$ cat src/hw/rtl/fvs_pkg.sv
package fvs_pkg;

    // Field format
    localparam int DATA_WIDTH = 32;
    localparam int FRAC_BITS  = 16;
    localparam int PROD_WIDTH = 2 * DATA_WIDTH;
    // Dividend bits still to be shifted in once the upper part is settled
    localparam int SHIFT_IN   = DATA_WIDTH - FRAC_BITS;
    // One quotient bit per divider stage
    localparam int DIV_STEPS  = DATA_WIDTH;

    localparam logic [31:0] DET_THRESHOLD_RESET = 32'd4295;

    // Differences of products leaving the multiplier stages
    typedef struct packed {
        logic signed [PROD_WIDTH-1:0] det;
        logic signed [PROD_WIDTH-1:0] num_x;
        logic signed [PROD_WIDTH-1:0] num_y;
    } mul_item_t;

    // One quotient lane: partial remainder and dividend/quotient shift word
    typedef struct packed {
        logic                  neg;
        logic                  over;
        logic [PROD_WIDTH-1:0] rem;
        logic [DATA_WIDTH-1:0] word;
    } lane_t;

    typedef struct packed {
        logic                  sing;
        logic [PROD_WIDTH-1:0] den;
        lane_t                 x;
        lane_t                 y;
    } div_item_t;

    // Magnitude of a determinant or numerator (never the most negative value)
    function automatic logic [PROD_WIDTH-1:0] mag(input logic signed [PROD_WIDTH-1:0] v);
        logic [PROD_WIDTH-1:0] m;
        m = v[PROD_WIDTH-1] ? PROD_WIDTH'(-v) : PROD_WIDTH'(v);
        return m;
    endfunction

endpackage

$ cat src/hw/rtl/fvs_prep.sv
module fvs_prep (
    input  logic               aclk,
    input  logic               aresetn,
    input  logic [31:0]        det_threshold,
    input  logic               in_valid,
    output logic               in_ready,
    input  fvs_pkg::mul_item_t in_item,
    output logic               out_valid,
    input  logic               out_ready,
    output fvs_pkg::div_item_t out_item
);

    logic               valid_reg;
    fvs_pkg::div_item_t item_reg;
    fvs_pkg::div_item_t item_next;
    logic               adv;
    logic [fvs_pkg::PROD_WIDTH-1:0] adet;

    assign adv       = !valid_reg || out_ready;
    assign in_ready  = adv;
    assign out_valid = valid_reg;
    assign out_item  = item_reg;

    function automatic fvs_pkg::lane_t lane_init(
        input logic signed [fvs_pkg::PROD_WIDTH-1:0] num,
        input logic signed [fvs_pkg::PROD_WIDTH-1:0] den,
        input logic [fvs_pkg::PROD_WIDTH-1:0]        d
    );
        fvs_pkg::lane_t l;
        logic [fvs_pkg::PROD_WIDTH-1:0] n;
        n = fvs_pkg::mag(num);
        l.neg  = num[fvs_pkg::PROD_WIDTH-1] ^ den[fvs_pkg::PROD_WIDTH-1];
        // Quotient would need more than DATA_WIDTH bits
        l.over = {{fvs_pkg::SHIFT_IN{1'b0}}, n} >= {d, {fvs_pkg::SHIFT_IN{1'b0}}};
        l.rem  = n >> fvs_pkg::SHIFT_IN;
        l.word = {n[fvs_pkg::SHIFT_IN-1:0], {fvs_pkg::FRAC_BITS{1'b0}}};
        return l;
    endfunction

    // Magnitudes, singular test, upper-quotient overflow test
    always_comb begin
        adet           = fvs_pkg::mag(in_item.det);
        item_next.den  = adet;
        item_next.sing = (in_item.det == '0) ||
                         (adet < {{(fvs_pkg::PROD_WIDTH-32){1'b0}}, det_threshold});
        item_next.x    = lane_init(in_item.num_x, in_item.det, adet);
        item_next.y    = lane_init(in_item.num_y, in_item.det, adet);
    end

    always_ff @(posedge aclk) begin
        if (!aresetn) begin
            valid_reg <= 1'b0;
        end else if (adv) begin
            valid_reg <= in_valid;
        end
    end

    always_ff @(posedge aclk) begin
        if (adv) item_reg <= item_next;
    end

endmodule

$ cat config.mk
export PLATFORM = sky130hd
export DESIGN_NAME = fvs_prep
export DESIGN_NICKNAME = d
export VERILOG_FILES = /design/src/hw/rtl/fvs_pkg.sv /design/src/hw/rtl/fvs_prep.sv
export SDC_FILE = /design/constraint.sdc
export NUM_CORES = 1
export LEC_CHECK = 0
export BUFFER_PORTS_ARGS = -buffer_cell sky130_fd_sc_hd__buf_4
export CORE_MARGIN = 4
export CORE_UTILIZATION = 34
export CTS_CLUSTER_SIZE = 16
export DETAILED_ROUTE_END_ITERATION = 16
export HOLD_SLACK_MARGIN = 0.03
export PLACE_DENSITY = 0.65
export SETUP_SLACK_MARGIN = 0.4
export SLEW_MARGIN = 20
export SYNTH_ARGS = -nofsm -noshare
export SYNTH_HDL_FRONTEND = slang
export SYNTH_SLANG_ARGS = --single-unit
$ cat constraint.sdc
create_clock -name aclk -period 9 [get_ports aclk]
set_input_delay 1.8 -clock aclk [delete_from_list [all_inputs] [get_ports aclk]]
set_output_delay 1.8 -clock aclk [all_outputs]
set_load 0.01 [all_outputs]
==> out/results.ini <==
[run_status]
outcome=complete, no violations

[worst_setup_path]
reg2reg_from=out_valid
r2r_slack_ns=6.53
cpPeakStageDelay_ns=0.63
crit_chain=buf_4, nor4_2, nand4_1, or4_1, or2_2, nor3_1, nand2b_1, o31ai_1, xnor2_1, ha_1, nand4_1, nor2_1, nand2_1, or4_1, or4_1, or4_1, nor3_1, o41ai_1, a21oi_1
crit_type=input pin to register
endpoint=out_item[96]
critPathMaxFanout=7
critical_path.startpoint=in_item[5]
cpMaxStageDelayCell=or4_1
ff2ff_path_depth=3
end_kind=register
cp_common_cell=or4_1
crit_family=simple AND/OR/NAND/NOR gates
start_kind=input pin
path_buf_inv=1
cp.required_ns=9.31
crit_arrival_ns=7.34
cp_num_cells=19
r2r_end=out_item[201]

[clock_tree]
cts_buffers=17
cts_buffer_depth=2
cts.sinks=198
ctsHoldBuffers=0
htree_num_levels=4
cts_tree=yes
post-cts-setup-buffers=0
clk_pin_slew_worst_paths_ns=0.08
cts_resized=0
clockRootBuffer=clkbuf_16
clk_latency_ns=0.47

[drt]
antenna_left=0
wl_per_cell_um=23.9
drt-total-wl_um=54800
drt-pass1-iter-count=5
viasPerCell=5.30
num_vias=12200
drc=0
drt_iter0_drc=934

[layout]
final_cells=2298
register_area_mm2=0.00594
utilization_pct=44.5
multi_input_area_mm2=0.00732
layout-drive-gt1-share_pct=28.0
nets=2110
area_growth_syn_to_layout_pct=29.7
fillerInstances=3974

[pwr]
p_total_mw=2.79
clkPwrFrac_pct=27.9
pwr-share-comb_pct=30.1
seq_power_share_pct=42.1
switching_share_pct=32.2
leakage_nw=7.61
internal-power_mw=1.89
p_switching_uw=896
ir_drop_v=0.000124
p_per_area_mw_per_mm2=154

[logic_synthesis]
synth-compound-area-share_pct=13.1
synth_fa_ha_area_share_pct=11.7
async_flop_share_pct=0
avgSynthCellArea_um2=10.5
ys_seq_elements=198
synth_xor_area_share_pct=11.6
yosysUniqueCellTypes=61
synth_ff_type=edfxtp_1
yosys.area_share.simple_pct=14.2
syn_area_mm2=0.0140
synth_top_area_share_pct=42.3
synth_area_leader_cell=edfxtp_1
synth_top_family_by_area=simple AND/OR/NAND/NOR gates
syn_inst=1329
ys_seq_area_share_pct=42.5
synth_edf_count=197
synthTopCellsByArea=edfxtp_1, ha_1, xnor2_1
yosysWarnings=0
synthMuxAreaShare_pct=0

[global_routing]
grt_util_met1_pct=28.5
gr-total-overflow=0
track_usage_pct=23.7
grt_pass1_vias=11900
grt_pass1_wl_um=77400
top_usage_layer=met2
antenna_found_initial=3
grt_max_degree=79
grtUsageMet3_pct=5.97
met2_usage_pct=41.9

[placement]
dp_hpwl_um=46100
place_congestion=0.922
dpl.cell_count=2265
io_buffer_count=426

[floorplan]
initial_core_util_pct=34.3
fp.dieH_um=211
ios=491
row_count=74
coreArea_mm2=0.0407
dieWidth_um=211
design.die.area_mm2=0.0444

[worst_hold_path]
hold_class=register to register

[sta]
setup_tns_ns=0
whs_ns=0.837
tightest_slew_ns=0.992
fmax_ghz=0.142
slew_headroom_pct=33.9
setup_viol=0
rsz0062_at_grt=false
hold_viol=0
fin_crit_ns=7.03
slew_viol_final=0
fin_skew_ns=0.0112
period_share_pct=78.1

[flow_run]
cap_violations=0

==> cell type report <==
type,count,share of cell area (%)
multi-input combinational,1000,40.4
sequential,198,32.7
timing repair buffer,434,18.0
tap,532,3.67
clock buffer,17,2.35
inverter,101,2.09
clock inverter,14,0.793
antenna,2,0.0276
==> power by group through the flow <==
stage	clock network, mW	logic (mW)	registers, mW
floorplan	0	0.371	1.25
global placement	0	0.827	1.19
detailed placement	0	0.841	1.19
CTS	0.793	0.846	1.17
global route	0.828	0.917	1.18
finish	0.777	0.838	1.17
==> per-stage QoR <==
| step | cell area (um^2) | worst slack [ns] |
|---|---|---|
| 6_report | 18100 | 1.97 |
| 5_1_grt | 18100 | 1.58 |
| 4_1_cts | 18100 | 2.04 |
| 3_5_place_dp | 17600 | 1.56 |
| 3_3_place_gp | 17600 | 1.45 |
| 2_1_floorplan | 14200 | 0.590 |
==> how the worst min path moves through the flow <==
stage	start	to	slack, ns	cells past startpoint
3_3_place_gp	out_valid	out_item[56]	0.81	1
3_5_place_dp	out_valid	out_item[58]	0.81	1
6_report	out_valid	out_item[62]	0.84	1
4_1_cts	out_valid	out_item[58]	0.84	1
5_1_grt	out_valid	out_item[62]	0.87	1
2_1_floorplan	in_item[64]	out_item[114]	1.90	0
==> routing by layer <==
metal / part of all wire [%] / up-vias
met4: 2.2 / 2
met1: 38 / 5801
li1: - / 5692
met5: 0.024 / -
met3: 9.1 / 61
met2: 50 / 634
==> registers in the layout, indices dropped and copies added (netlist names) <==
| name | flops |
|---|---|
| out_item | 197 |
| out_valid | 1 |
==> cell families (layout without fill, tap and decap cells) <==
group                      Yosys count  in the layout
and+or+nand+nor                    347            347
AOI/OAI and AO/OA                  273            273
DFF                                198            198
buffers and inverters              194            566
xor gates and xnor gates           185            185
adders and majority gates          131            131
other                                1             66
==> cell usage in the layout, fill, tap and decap left out, types with 4 or more instances in the layout <==
cell type  count
a21o_1        28
nor2_1        34
ha_1         130
nor2b_1        8
or2_2          9
edfxtp_1     197
o21a_1        11
nand3_1       21
xnor2_1      165
inv_6          4
a21oi_1       30
a211oi_1       4
conb_1        64
o41ai_1       28
nand3b_1       4
nand2b_1      16
o31a_1         5
or3_1         33
inv_1        101
o31ai_1       51
nor3_1        36
a31oi_1        5
nand2_1       80
buf_4        434
o21ai_0       90
nand4b_1       5
xor2_1        20
clkbuf_16     17
nor4_1        20
nand4_1       28
or4_1         26
==> synthesized netlist by cell type (all sizes together) (28+ instances only) <==
cell type,instances
nand4,28
xnor2,165
o21ai,91
a21oi,30
or4,29
o41ai,31
or3,36
o31ai,51
a21o,28
ha,130
nand2,80
buf,68
nor3,36
inv,101
nor2,34
edfxtp,197
Power figures use the tool's default switching activity.
